===== src/rtl/assert_macros.svh =====
// Assertion helper macros for the s-expression parser RTL.
// Included by modules that carry concurrent checks; expects clk and rst_n in scope.
`ifndef ASSERT_MACROS_SVH
`define ASSERT_MACROS_SVH

// Property checked on every rising edge outside reset.
`define ASSERT_PROP(name, prop, msg) \
  name: assert property (@(posedge clk) disable iff (!rst_n) prop) else $error(msg);

// Condition that must never be seen outside reset.
`define ASSERT_NEVER(name, expr, msg) \
  name: assert property (@(posedge clk) disable iff (!rst_n) !(expr)) else $error(msg);

`endif


===== src/rtl/sexpr_pkg.sv =====
// Shared types and constants for the s-expression tokenizer / tree builder.
// Used by sexpr_rec_fifo and sexpr_tokenizer_tree_builder; no dependencies.
package sexpr_pkg;

  localparam int DEF_MAX_DEPTH     = 16;
  localparam int DEF_MAX_ATOMS     = 4096;
  localparam int DEF_MAX_MSG_BYTES = 65536;

  localparam logic [7:0] CH_NUL    = 8'h00;
  localparam logic [7:0] CH_SPACE  = 8'h20;
  localparam logic [7:0] CH_QUOTE  = 8'h22;
  localparam logic [7:0] CH_LPAREN = 8'h28;
  localparam logic [7:0] CH_RPAREN = 8'h29;
  localparam logic [7:0] CH_DOT    = 8'h2E;
  localparam logic [7:0] CH_ZERO   = 8'h30;
  localparam logic [7:0] CH_NINE   = 8'h39;
  localparam logic [7:0] CH_BSLASH = 8'h5C;

  localparam logic REC_ATOM = 1'b0;
  localparam logic REC_END  = 1'b1;

  localparam logic [2:0] TY_LIST   = 3'd0;
  localparam logic [2:0] TY_SYMBOL = 3'd1;
  localparam logic [2:0] TY_STRING = 3'd2;
  localparam logic [2:0] TY_INT    = 3'd3;
  localparam logic [2:0] TY_FLOAT  = 3'd4;

  localparam logic [1:0] LK_NONE    = 2'd0;
  localparam logic [1:0] LK_CHILD   = 2'd1;
  localparam logic [1:0] LK_SIBLING = 2'd2;

  typedef struct packed {
    logic        rec_kind;
    logic [11:0] node_id;
    logic [2:0]  atom_type;
    logic [15:0] start_offset;
    logic [15:0] length;
    logic [1:0]  link_kind;
    logic [11:0] link_target;
    logic        error;
    logic        last;
  } rec_t;

endpackage


===== src/rtl/sexpr_rec_fifo.sv =====
// Two-entry result queue between the parser core and the out_ channel.
// Depends on sexpr_pkg (rec_t) and assert_macros.svh.
`include "assert_macros.svh"

module sexpr_rec_fifo (
  input  logic               clk,
  input  logic               rst_n,
  input  logic               push,
  input  sexpr_pkg::rec_t    push_rec,
  output logic               full,
  output logic               out_valid,
  input  logic               out_stall,
  output sexpr_pkg::rec_t    out_rec
);
  import sexpr_pkg::*;

  rec_t       ent_r [2];
  logic       wr_ptr_r;
  logic       rd_ptr_r;
  logic [1:0] cnt_r;
  logic [1:0] cnt_nxt;
  logic       pop;

  assign out_valid = (cnt_r != 2'd0);
  assign full      = (cnt_r == 2'd2);
  assign pop       = out_valid && !out_stall;
  assign out_rec   = ent_r[rd_ptr_r];

  always_comb begin
    cnt_nxt = cnt_r;
    if (push && !pop) begin
      cnt_nxt = cnt_r + 2'd1;
    end else if (!push && pop) begin
      cnt_nxt = cnt_r - 2'd1;
    end
  end

  always_ff @(posedge clk) begin
    if (!rst_n) begin
      cnt_r    <= 2'd0;
      wr_ptr_r <= 1'b0;
      rd_ptr_r <= 1'b0;
    end else begin
      cnt_r <= cnt_nxt;
      if (push) begin
        wr_ptr_r <= !wr_ptr_r;
      end
      if (pop) begin
        rd_ptr_r <= !rd_ptr_r;
      end
    end
  end

  always_ff @(posedge clk) begin
    if (push) begin
      ent_r[wr_ptr_r] <= push_rec;
    end
  end

  `ASSERT_NEVER(a_no_overflow, push && full, "item pushed into full result queue")
  `ASSERT_PROP(a_cnt_bound, cnt_r <= 2'd2, "result queue count out of range")
  `ASSERT_PROP(a_full_holds, full && !pop |=> full, "full queue lost an item without pop")

endmodule


===== src/rtl/sexpr_tokenizer_tree_builder.sv =====
// Top level: s-expression tokenizer and tree builder, one message byte per item.
// Depends on sexpr_pkg, sexpr_rec_fifo and assert_macros.svh.
//
//   channel | direction | handshake          | payload
//   in_     | input     | in_valid/in_stall  | in_ch
//   out_    | output    | out_valid/out_stall| out_rec_kind .. out_last (one record)
//
// Ordinary bytes are taken one per cycle while in_stall is low.
// A ')' that closes a list is accepted, then its list record is issued.
// End of message: accept, one close per open list, end record (after an error, end record at accept).
// Results go through a 2-entry queue; in_stall rises while closes run or the queue is full.
// rst_n is synchronous; the level stack memory is not cleared.
`include "assert_macros.svh"

module sexpr_tokenizer_tree_builder #(
  parameter int MAX_DEPTH     = sexpr_pkg::DEF_MAX_DEPTH,
  parameter int MAX_ATOMS     = sexpr_pkg::DEF_MAX_ATOMS,
  parameter int MAX_MSG_BYTES = sexpr_pkg::DEF_MAX_MSG_BYTES
) (
  input  logic        clk,
  input  logic        rst_n,
  input  logic        in_valid,
  output logic        in_stall,
  input  logic [7:0]  in_ch,
  output logic        out_valid,
  input  logic        out_stall,
  output logic        out_rec_kind,
  output logic [11:0] out_node_id,
  output logic [2:0]  out_atom_type,
  output logic [15:0] out_start_offset,
  output logic [15:0] out_length,
  output logic [1:0]  out_link_kind,
  output logic [11:0] out_link_target,
  output logic        out_error,
  output logic        out_last
);
  import sexpr_pkg::*;

  localparam int IDXW = $clog2(MAX_ATOMS);
  localparam int CNTW = $clog2(MAX_ATOMS + 1);
  localparam int OFFW = $clog2(MAX_MSG_BYTES + 1);
  localparam int DPW  = $clog2(MAX_DEPTH + 1);
  localparam int AW   = (MAX_DEPTH > 1) ? $clog2(MAX_DEPTH) : 1;

  typedef struct packed {
    logic [IDXW-1:0] idx;
    logic [OFFW-1:0] start;
    logic            pv;
    logic [IDXW-1:0] pi;
  } level_t;

  typedef enum logic [1:0] {M_IDLE, M_SYM, M_STR} mode_t;
  typedef enum logic [1:0] {NC_UNSET, NC_NOTNUM, NC_INT, NC_FLOAT} nc_t;
  typedef enum logic [1:0] {P_NONE, P_CLOSE, P_UNWIND} pend_t;

  function automatic nc_t classify(input nc_t nc, input logic [7:0] c);
    logic digit;
    digit = (c >= CH_ZERO) && (c <= CH_NINE);
    if (digit && nc == NC_UNSET) begin
      return NC_INT;
    end else if (c == CH_DOT && (nc == NC_UNSET || nc == NC_INT)) begin
      return NC_FLOAT;
    end else if (!digit) begin
      return NC_NOTNUM;
    end
    return nc;
  endfunction

  function automatic logic [2:0] sym_type(input nc_t nc);
    case (nc)
      NC_INT:   return TY_INT;
      NC_FLOAT: return TY_FLOAT;
      default:  return TY_SYMBOL;
    endcase
  endfunction

  function automatic rec_t mk_rec(input logic kind, input logic [IDXW-1:0] idx,
                                  input logic [2:0] ty, input logic [OFFW-1:0] st,
                                  input logic [OFFW-1:0] len, input logic [1:0] lk,
                                  input logic [IDXW-1:0] lt, input logic err,
                                  input logic lst);
    logic [31:0] i32;
    logic [31:0] s32;
    logic [31:0] l32;
    logic [31:0] t32;
    rec_t        r;
    i32 = 32'(idx);
    s32 = 32'(st);
    l32 = 32'(len);
    t32 = 32'(lt);
    r.rec_kind     = kind;
    r.node_id      = i32[11:0];
    r.atom_type    = ty;
    r.start_offset = s32[15:0];
    r.length       = l32[15:0];
    r.link_kind    = lk;
    r.link_target  = t32[11:0];
    r.error        = err;
    r.last         = lst;
    return r;
  endfunction

  // control state
  logic [DPW-1:0]  depth_r, depth_nxt;
  logic            root_pv_r, root_pv_nxt;
  logic [CNTW-1:0] cnt_r, cnt_nxt;
  logic [OFFW-1:0] off_r, off_nxt;
  mode_t           mode_r, mode_nxt;
  nc_t             nc_r, nc_nxt;
  logic            esc_r, esc_nxt;
  logic            err_r, err_nxt;
  pend_t           pend_r, pend_nxt;
  logic            soft_clr;

  // payload state
  level_t          top_r, top_nxt;
  level_t          below_r;
  logic [IDXW-1:0] root_pi_r, root_pi_nxt;
  logic [IDXW-1:0] cur_atom_r, cur_atom_nxt;
  logic [OFFW-1:0] cur_start_r, cur_start_nxt;

  level_t          mem [MAX_DEPTH];
  logic            mem_we;
  logic [AW-1:0]   mem_waddr;
  logic [AW-1:0]   mem_raddr;
  logic [DPW-1:0]  dm1;
  logic [DPW-1:0]  dm2;

  logic            accept;
  logic            step;
  logic            fifo_full;
  logic            rec_en;
  rec_t            rec;
  rec_t            out_rec;

  logic [1:0]      cur_lk, pop_lk;
  logic [IDXW-1:0] cur_lt, pop_lt;

  assign in_stall = (pend_r != P_NONE) || fifo_full;
  assign accept   = in_valid && !in_stall;
  assign step     = (pend_r != P_NONE) && !fifo_full;

  assign dm1       = depth_r - DPW'(1);
  assign dm2       = depth_nxt - DPW'(2);
  assign mem_waddr = dm1[AW-1:0];
  assign mem_raddr = dm2[AW-1:0];

  // link of an atom finished at the current level
  always_comb begin
    if (depth_r != '0) begin
      cur_lk = top_r.pv ? LK_SIBLING : LK_CHILD;
      cur_lt = top_r.pv ? top_r.pi : top_r.idx;
    end else begin
      cur_lk = root_pv_r ? LK_SIBLING : LK_NONE;
      cur_lt = root_pv_r ? root_pi_r : '0;
    end
  end

  // link of the list closed by a pop
  always_comb begin
    if (depth_r > DPW'(1)) begin
      pop_lk = below_r.pv ? LK_SIBLING : LK_CHILD;
      pop_lt = below_r.pv ? below_r.pi : below_r.idx;
    end else begin
      pop_lk = root_pv_r ? LK_SIBLING : LK_NONE;
      pop_lt = root_pv_r ? root_pi_r : '0;
    end
  end

  always_comb begin
    depth_nxt     = depth_r;
    root_pv_nxt   = root_pv_r;
    root_pi_nxt   = root_pi_r;
    cnt_nxt       = cnt_r;
    off_nxt       = off_r;
    mode_nxt      = mode_r;
    nc_nxt        = nc_r;
    esc_nxt       = esc_r;
    err_nxt       = err_r;
    pend_nxt      = pend_r;
    top_nxt       = top_r;
    cur_atom_nxt  = cur_atom_r;
    cur_start_nxt = cur_start_r;
    soft_clr      = 1'b0;
    mem_we        = 1'b0;
    rec_en        = 1'b0;
    rec           = '0;

    if (step) begin
      if (depth_r != '0) begin
        rec_en    = 1'b1;
        rec       = mk_rec(REC_ATOM, top_r.idx, TY_LIST, top_r.start, '0,
                           pop_lk, pop_lt, 1'b0, pend_r == P_CLOSE);
        depth_nxt = depth_r - DPW'(1);
        if (depth_r > DPW'(1)) begin
          top_nxt    = below_r;
          top_nxt.pv = 1'b1;
          top_nxt.pi = top_r.idx;
        end else begin
          root_pv_nxt = 1'b1;
          root_pi_nxt = top_r.idx;
        end
        if (pend_r == P_CLOSE) begin
          pend_nxt = P_NONE;
        end
      end else begin
        rec_en   = 1'b1;
        rec      = mk_rec(REC_END, '0, TY_LIST, '0, '0, LK_NONE, '0, 1'b0, 1'b1);
        soft_clr = 1'b1;
      end
    end else if (accept) begin
      if (in_ch == CH_NUL) begin
        if (err_r) begin
          rec_en   = 1'b1;
          rec      = mk_rec(REC_END, '0, TY_LIST, '0, '0, LK_NONE, '0, 1'b1, 1'b1);
          soft_clr = 1'b1;
        end else begin
          if (mode_r == M_SYM || mode_r == M_STR) begin
            rec_en = 1'b1;
            rec    = mk_rec(REC_ATOM, cur_atom_r,
                            (mode_r == M_STR) ? TY_STRING : sym_type(nc_r),
                            cur_start_r, off_r - cur_start_r, cur_lk, cur_lt,
                            1'b0, 1'b0);
            if (depth_r != '0) begin
              top_nxt.pv = 1'b1;
              top_nxt.pi = cur_atom_r;
            end else begin
              root_pv_nxt = 1'b1;
              root_pi_nxt = cur_atom_r;
            end
          end
          mode_nxt = M_IDLE;
          pend_nxt = P_UNWIND;
        end
      end else if (!err_r) begin
        if (off_r >= OFFW'(MAX_MSG_BYTES)) begin
          err_nxt = 1'b1;
        end else begin
          off_nxt = off_r + OFFW'(1);
          case (mode_r)
            M_SYM: begin
              if (in_ch == CH_SPACE || in_ch == CH_RPAREN) begin
                rec_en   = 1'b1;
                rec      = mk_rec(REC_ATOM, cur_atom_r, sym_type(nc_r), cur_start_r,
                                  off_r - cur_start_r, cur_lk, cur_lt, 1'b0,
                                  !(in_ch == CH_RPAREN && depth_r != '0));
                mode_nxt = M_IDLE;
                if (depth_r != '0) begin
                  top_nxt.pv = 1'b1;
                  top_nxt.pi = cur_atom_r;
                  if (in_ch == CH_RPAREN) begin
                    pend_nxt = P_CLOSE;
                  end
                end else begin
                  root_pv_nxt = 1'b1;
                  root_pi_nxt = cur_atom_r;
                end
              end else begin
                nc_nxt = classify(nc_r, in_ch);
              end
            end
            M_STR: begin
              if (esc_r) begin
                esc_nxt = 1'b0;
              end else if (in_ch == CH_BSLASH) begin
                esc_nxt = 1'b1;
              end else if (in_ch == CH_QUOTE) begin
                rec_en   = 1'b1;
                rec      = mk_rec(REC_ATOM, cur_atom_r, TY_STRING, cur_start_r,
                                  off_r - cur_start_r, cur_lk, cur_lt, 1'b0, 1'b1);
                mode_nxt = M_IDLE;
                if (depth_r != '0) begin
                  top_nxt.pv = 1'b1;
                  top_nxt.pi = cur_atom_r;
                end else begin
                  root_pv_nxt = 1'b1;
                  root_pi_nxt = cur_atom_r;
                end
              end
            end
            default: begin
              if (in_ch == CH_SPACE) begin
                // nothing
              end else if (in_ch == CH_RPAREN) begin
                if (depth_r != '0) begin
                  pend_nxt = P_CLOSE;
                end
              end else if (cnt_r >= CNTW'(MAX_ATOMS) ||
                           (in_ch == CH_LPAREN && depth_r >= DPW'(MAX_DEPTH))) begin
                err_nxt = 1'b1;
              end else begin
                cnt_nxt = cnt_r + CNTW'(1);
                if (in_ch == CH_LPAREN) begin
                  mem_we        = (depth_r != '0);
                  top_nxt.idx   = cnt_r[IDXW-1:0];
                  top_nxt.start = off_r + OFFW'(1);
                  top_nxt.pv    = 1'b0;
                  top_nxt.pi    = '0;
                  depth_nxt     = depth_r + DPW'(1);
                end else if (in_ch == CH_QUOTE) begin
                  cur_atom_nxt  = cnt_r[IDXW-1:0];
                  cur_start_nxt = off_r + OFFW'(1);
                  esc_nxt       = 1'b0;
                  mode_nxt      = M_STR;
                end else begin
                  cur_atom_nxt  = cnt_r[IDXW-1:0];
                  cur_start_nxt = off_r;
                  nc_nxt        = classify(NC_UNSET, in_ch);
                  mode_nxt      = M_SYM;
                end
              end
            end
          endcase
        end
      end
    end
  end

  always_ff @(posedge clk) begin
    if (!rst_n || soft_clr) begin
      depth_r   <= '0;
      root_pv_r <= 1'b0;
      cnt_r     <= '0;
      off_r     <= '0;
      mode_r    <= M_IDLE;
      nc_r      <= NC_UNSET;
      esc_r     <= 1'b0;
      err_r     <= 1'b0;
      pend_r    <= P_NONE;
    end else begin
      depth_r   <= depth_nxt;
      root_pv_r <= root_pv_nxt;
      cnt_r     <= cnt_nxt;
      off_r     <= off_nxt;
      mode_r    <= mode_nxt;
      nc_r      <= nc_nxt;
      esc_r     <= esc_nxt;
      err_r     <= err_nxt;
      pend_r    <= pend_nxt;
    end
  end

  always_ff @(posedge clk) begin
    top_r       <= top_nxt;
    root_pi_r   <= root_pi_nxt;
    cur_atom_r  <= cur_atom_nxt;
    cur_start_r <= cur_start_nxt;
  end

  // level stack below the top entry; below_r tracks entry depth-2
  always_ff @(posedge clk) begin
    if (mem_we) begin
      mem[mem_waddr] <= top_r;
    end
    if (mem_we && mem_waddr == mem_raddr) begin
      below_r <= top_r;
    end else begin
      below_r <= mem[mem_raddr];
    end
  end

  sexpr_rec_fifo u_fifo (
    .clk       (clk),
    .rst_n     (rst_n),
    .push      (rec_en),
    .push_rec  (rec),
    .full      (fifo_full),
    .out_valid (out_valid),
    .out_stall (out_stall),
    .out_rec   (out_rec)
  );

  assign out_rec_kind     = out_rec.rec_kind;
  assign out_node_id      = out_rec.node_id;
  assign out_atom_type    = out_rec.atom_type;
  assign out_start_offset = out_rec.start_offset;
  assign out_length       = out_rec.length;
  assign out_link_kind    = out_rec.link_kind;
  assign out_link_target  = out_rec.link_target;
  assign out_error        = out_rec.error;
  assign out_last         = out_rec.last;

  `ASSERT_PROP(a_depth_bound, depth_r <= DPW'(MAX_DEPTH), "level stack too deep")
  `ASSERT_PROP(a_end_last, out_valid && out_rec_kind == REC_END |-> out_last, "end not last")
  `ASSERT_PROP(a_atom_noerr, out_valid && out_rec_kind == REC_ATOM |-> !out_error, "atom error")
  `ASSERT_PROP(a_eom_unwind, accept && in_ch == CH_NUL && !err_r |=> pend_r == P_UNWIND, "unwind")

endmodule

===== config.mk =====
export PLATFORM = sky130hd
export DESIGN_NAME = sexpr_tokenizer_tree_builder
export DESIGN_NICKNAME = d
export VERILOG_FILES = /design/src/rtl/sexpr_pkg.sv /design/src/rtl/sexpr_rec_fifo.sv /design/src/rtl/sexpr_tokenizer_tree_builder.sv
export VERILOG_INCLUDE_DIRS = /design/src /design/src/rtl
export SDC_FILE = /design/constraint.sdc
export NUM_CORES = 1
export LEC_CHECK = 0
export ABC_AREA = 1
export BUFFER_PORTS_ARGS = -buffer_cell sky130_fd_sc_hd__buf_2
export CORE_MARGIN = 2
export CORE_UTILIZATION = 63
export CTS_BUF_LIST = sky130_fd_sc_hd__clkbuf_4 sky130_fd_sc_hd__clkbuf_8 sky130_fd_sc_hd__clkbuf_16
export CTS_CLUSTER_SIZE = 12
export DETAILED_ROUTE_END_ITERATION = 8
export PLACE_DENSITY_LB_ADDON = 0.3
export REMOVE_ABC_BUFFERS = 1
export SYNTH_ARGS = -nofsm -noshare
export SYNTH_HDL_FRONTEND = slang
export SYNTH_SLANG_ARGS = --single-unit
export TNS_END_PERCENT = 10

===== constraint.sdc =====
create_clock -name clk -period 6.2 [get_ports clk]
set_clock_uncertainty 0.15 [all_clocks]
set_input_delay 1.24 -clock clk [delete_from_list [all_inputs] [get_ports clk]]
set_output_delay 1.24 -clock clk [all_outputs]
set_load 0.005 [all_outputs]

==> summary.txt <==
placed cells: 4,093
fin worst setup slack: 2.344 ns
r2r worst-path depth: 10
DRT Pass-1 Iters: 6
Hold Crit Depth: 1
Final ANT Viol Nets: 0
total CTS buffers: 92
total wire length: 100.2 mm
Layout Cells excl Fill: 4,250
DPL Wire Length: 61.44 mm
CTS Hold Bufs: 0
crit-path cells: buf_2 > inv_1 > nand2_1 > nor2_1 > nand2_1 > inv_2 > nor2_1 > o21ai_1 > o21ai_0 > nor3_2
count of final hold-check violations: 0
Lkg Pwr: 0.01501 uW
postcts setup bufs: 0
status: finished clean
PostCTS Resize Cnt: 0
synth top area cells: edfxtp_1 (66%), nor2_1 (5.0%), o21ai_0 (4.8%), nand2_1 (3.9%), dfxtp_1 (2.7%)
number of port buffers: 77
reg2reg start: u_fifo.cnt_r[0]
Die Area: 64,660 sq um
Initial Utilization: 0.6383
vias in the first global route: 25,710
Worst Setup SP: in_ch[0]
H-tree depth: 3
dpl ws: 1.680 ns
HP Start: u_fifo.rd_ptr_r
DRT iter0 DRCs: 3,175
clk slew on worst S/H paths: 0.06 ns
Critical Path AT: 3.96 ns
nets: 3,396
Final period util: 0.6219
flops & latches, synth: 918
Slew Limit Fails: 0
synth cell count leaders: edfxtp_1 (865), nor2_1 (524), nand2_1 (406), o21ai_0 (381), nand3_1 (183)
clock root cell: clkbuf_16
Cell Rows: 91
R2R setup slack: 2.40 ns
clk sink count: 918
syn_area_per_cell: 11.85 sq um
first-pass GRT wire length: 150.2 mm
Setup violations, final: 0
Placer Congestion: 0.9312
Max Cap Violations: 0
initial antenna violation count: 0
crit-path max cell delay: 0.90 ns
mapped cell area: 39,460 sq um
vias per inst: 6.297
synth unique cells: 53
largest net degree at the start of global routing: 127
CTS tree: done
proportion of layout cells with a drive suffix above 1: 0.1290
RSZ-0062 raised after global routing: false
critical path fanouts, max: 24
DRC Markers: 0
reg-to-reg endpoint: top_r[4]
commonest register cell after synthesis: edfxtp_1
Die Span Y: 254.3 um
sequential share of the synthesized area: 0.6851
peak supply drop: 0.2541 mV
required time of the critical path: 6.30 ns
clock latency at the later pin of the worst-skew pair: 0.65 ns
CORE AREA: 61,830 sq um
Setup CP Type: input pin to flip-flop
wire length per cell: 23.58 um
Layout Area Growth over Synthesis: 9.740%
count leader, synth: edfxtp_1
total gr overflow: 0
vias: 26,760
Yosys top cell area share: 0.6582
Mapped Cells: 3,331
DIE WIDTH: 254.3 um
Synth Warn #: 0
max_slew headroom: 0.07552
hold crit path type: flip-flop to flip-flop
post-synth top area cell: edfxtp_1
min Tclk post-route: 3.856 ns
Max Fclk: 259.4 MHz
number of enable flip-flop cells after synthesis: 865
I/O pin total: 78
Worst setup EP type: flip-flop
TNS Setup: 0 ns
pwr dens: 303.9 nW/um^2
actual slew at the worst max-slew pin: 1.383 ns
Slowest-stage cell, CP: nor3_2
CTS Buffer Depth: 3
FFs w/ async S/R, synth: 0
final core utilization: 0.7004
Startpoint Class: input pin
total global-route track usage: 0.3082
[final cells by class]
cell class / instances / area (sq um)
sequential: 918 / 27050
fill: 4106 / 18520
multi-input combinational: 2051 / 10830
clock buffer: 133 / 2689
tap: 837 / 1047
timing repair buffer: 116 / 768.2
inverter: 173 / 666.9
clock inverter: 20 / 244.0
antenna: 2 / 5.005
[worst max-delay path, delay by kind of cell]
kind            cells  cell delay, ns
simple gates        5            1.75
buf+inv             3            0.61
compound gates      2            0.33
[per-stage QoR]
stage / hold slack [ns] / cell area, sq um / total power, uW
3_3_place_gp: 0.2782 / 40310 / 7817
6_report: 0.3069 / 43310 / 13160
3_5_place_dp: 0.2960 / 40310 / 7836
2_1_floorplan: 0.2755 / 38370 / 7529
4_1_cts: 0.3051 / 43250 / 13170
5_1_grt: 0.3383 / 43300 / 13480
[cell usage in the layout, fill, tap and decap left out, drive strengths merged]
| cell | n |
|---|---|
| a21oi | 106 |
| nand2 | 424 |
| or2 | 1 |
| bufinv | 3 |
| xor2 | 26 |
| clkinvlp | 1 |
| nor4b | 1 |
| fa | 1 |
| o221ai | 44 |
| nor4 | 1 |
| ha | 31 |
| and2 | 1 |
| nor3 | 11 |
| o22ai | 25 |
| nand3b | 6 |
| o211ai | 84 |
| mux2 | 64 |
| inv | 174 |
| o21ai | 444 |
| diode | 2 |
| o21a | 2 |
| buf | 116 |
| nand3 | 194 |
| nor2 | 544 |
| nor3b | 4 |
| a31oi | 13 |
| clkbuf | 133 |
| nand4 | 9 |
| edfxtp | 865 |
| o21bai | 1 |
| a211oi | 2 |
| xnor2 | 11 |
| o2111ai | 1 |
| clkinv | 15 |
| dfxtp | 53 |
[sequential cells by signal (all words and copies together) (netlist names), named ones only]
register,cells
cnt_r,13
cur_atom_r,12
cur_start_r,16
depth_r,5
err_r,1
esc_r,1
mem,656
mode_r,2
nc_r,2
off_r,17
pend_r,2
root_pi_r,12
root_pv_r,1
top_r,41
u_fifo.cnt_r,2
u_fifo.ent_r,128
u_fifo.rd_ptr_r,1
u_fifo.wr_ptr_r,1
[cell families (layout without fill, tap and decap cells)]
kind of cell,after synthesis,count (layout),synth area share
simple gates,1196,1196,0.1290
mux,64,64,0.01826
other cells,0,2,0
buf+inv,362,442,0.04433
flops,918,918,0.6851
fa+ha+maj,32,32,0.01034
compound gates,722,722,0.1046
xor+xnor,37,37,0.008402
[layer usage]
layer,wire [um],GRT usage,vias to the layer above
met4,5529,0.1639,0
met2,49140,0.5117,1519
met5,0,0,-
li1,-,-,11940
met1,37370,0.4007,13030
met3,8195,0.03940,273
[where the power goes]
part / leakage (uW) / switching [uW] / internal, uW / total [uW]
Clock: 0.00147 / 2300 / 3140 / 5430
Sequential: 0.00825 / 139 / 6840 / 6980
Combinational: 0.00529 / 487 / 263 / 749
Total: 0.0150 / 2920 / 10200 / 13200
[worst max path at each step]
stage / endpoint / slack [ns]
floorplan: u_fifo.ent_r[0][3] / -4.64
global placement: top_r[9] / 1.77
detailed placement: top_r[0] / 1.68
CTS: top_r[4] / 2.38
global route: top_r[4] / 2.03
finish: top_r[4] / 2.34
(Power assumes the default switching activity.)
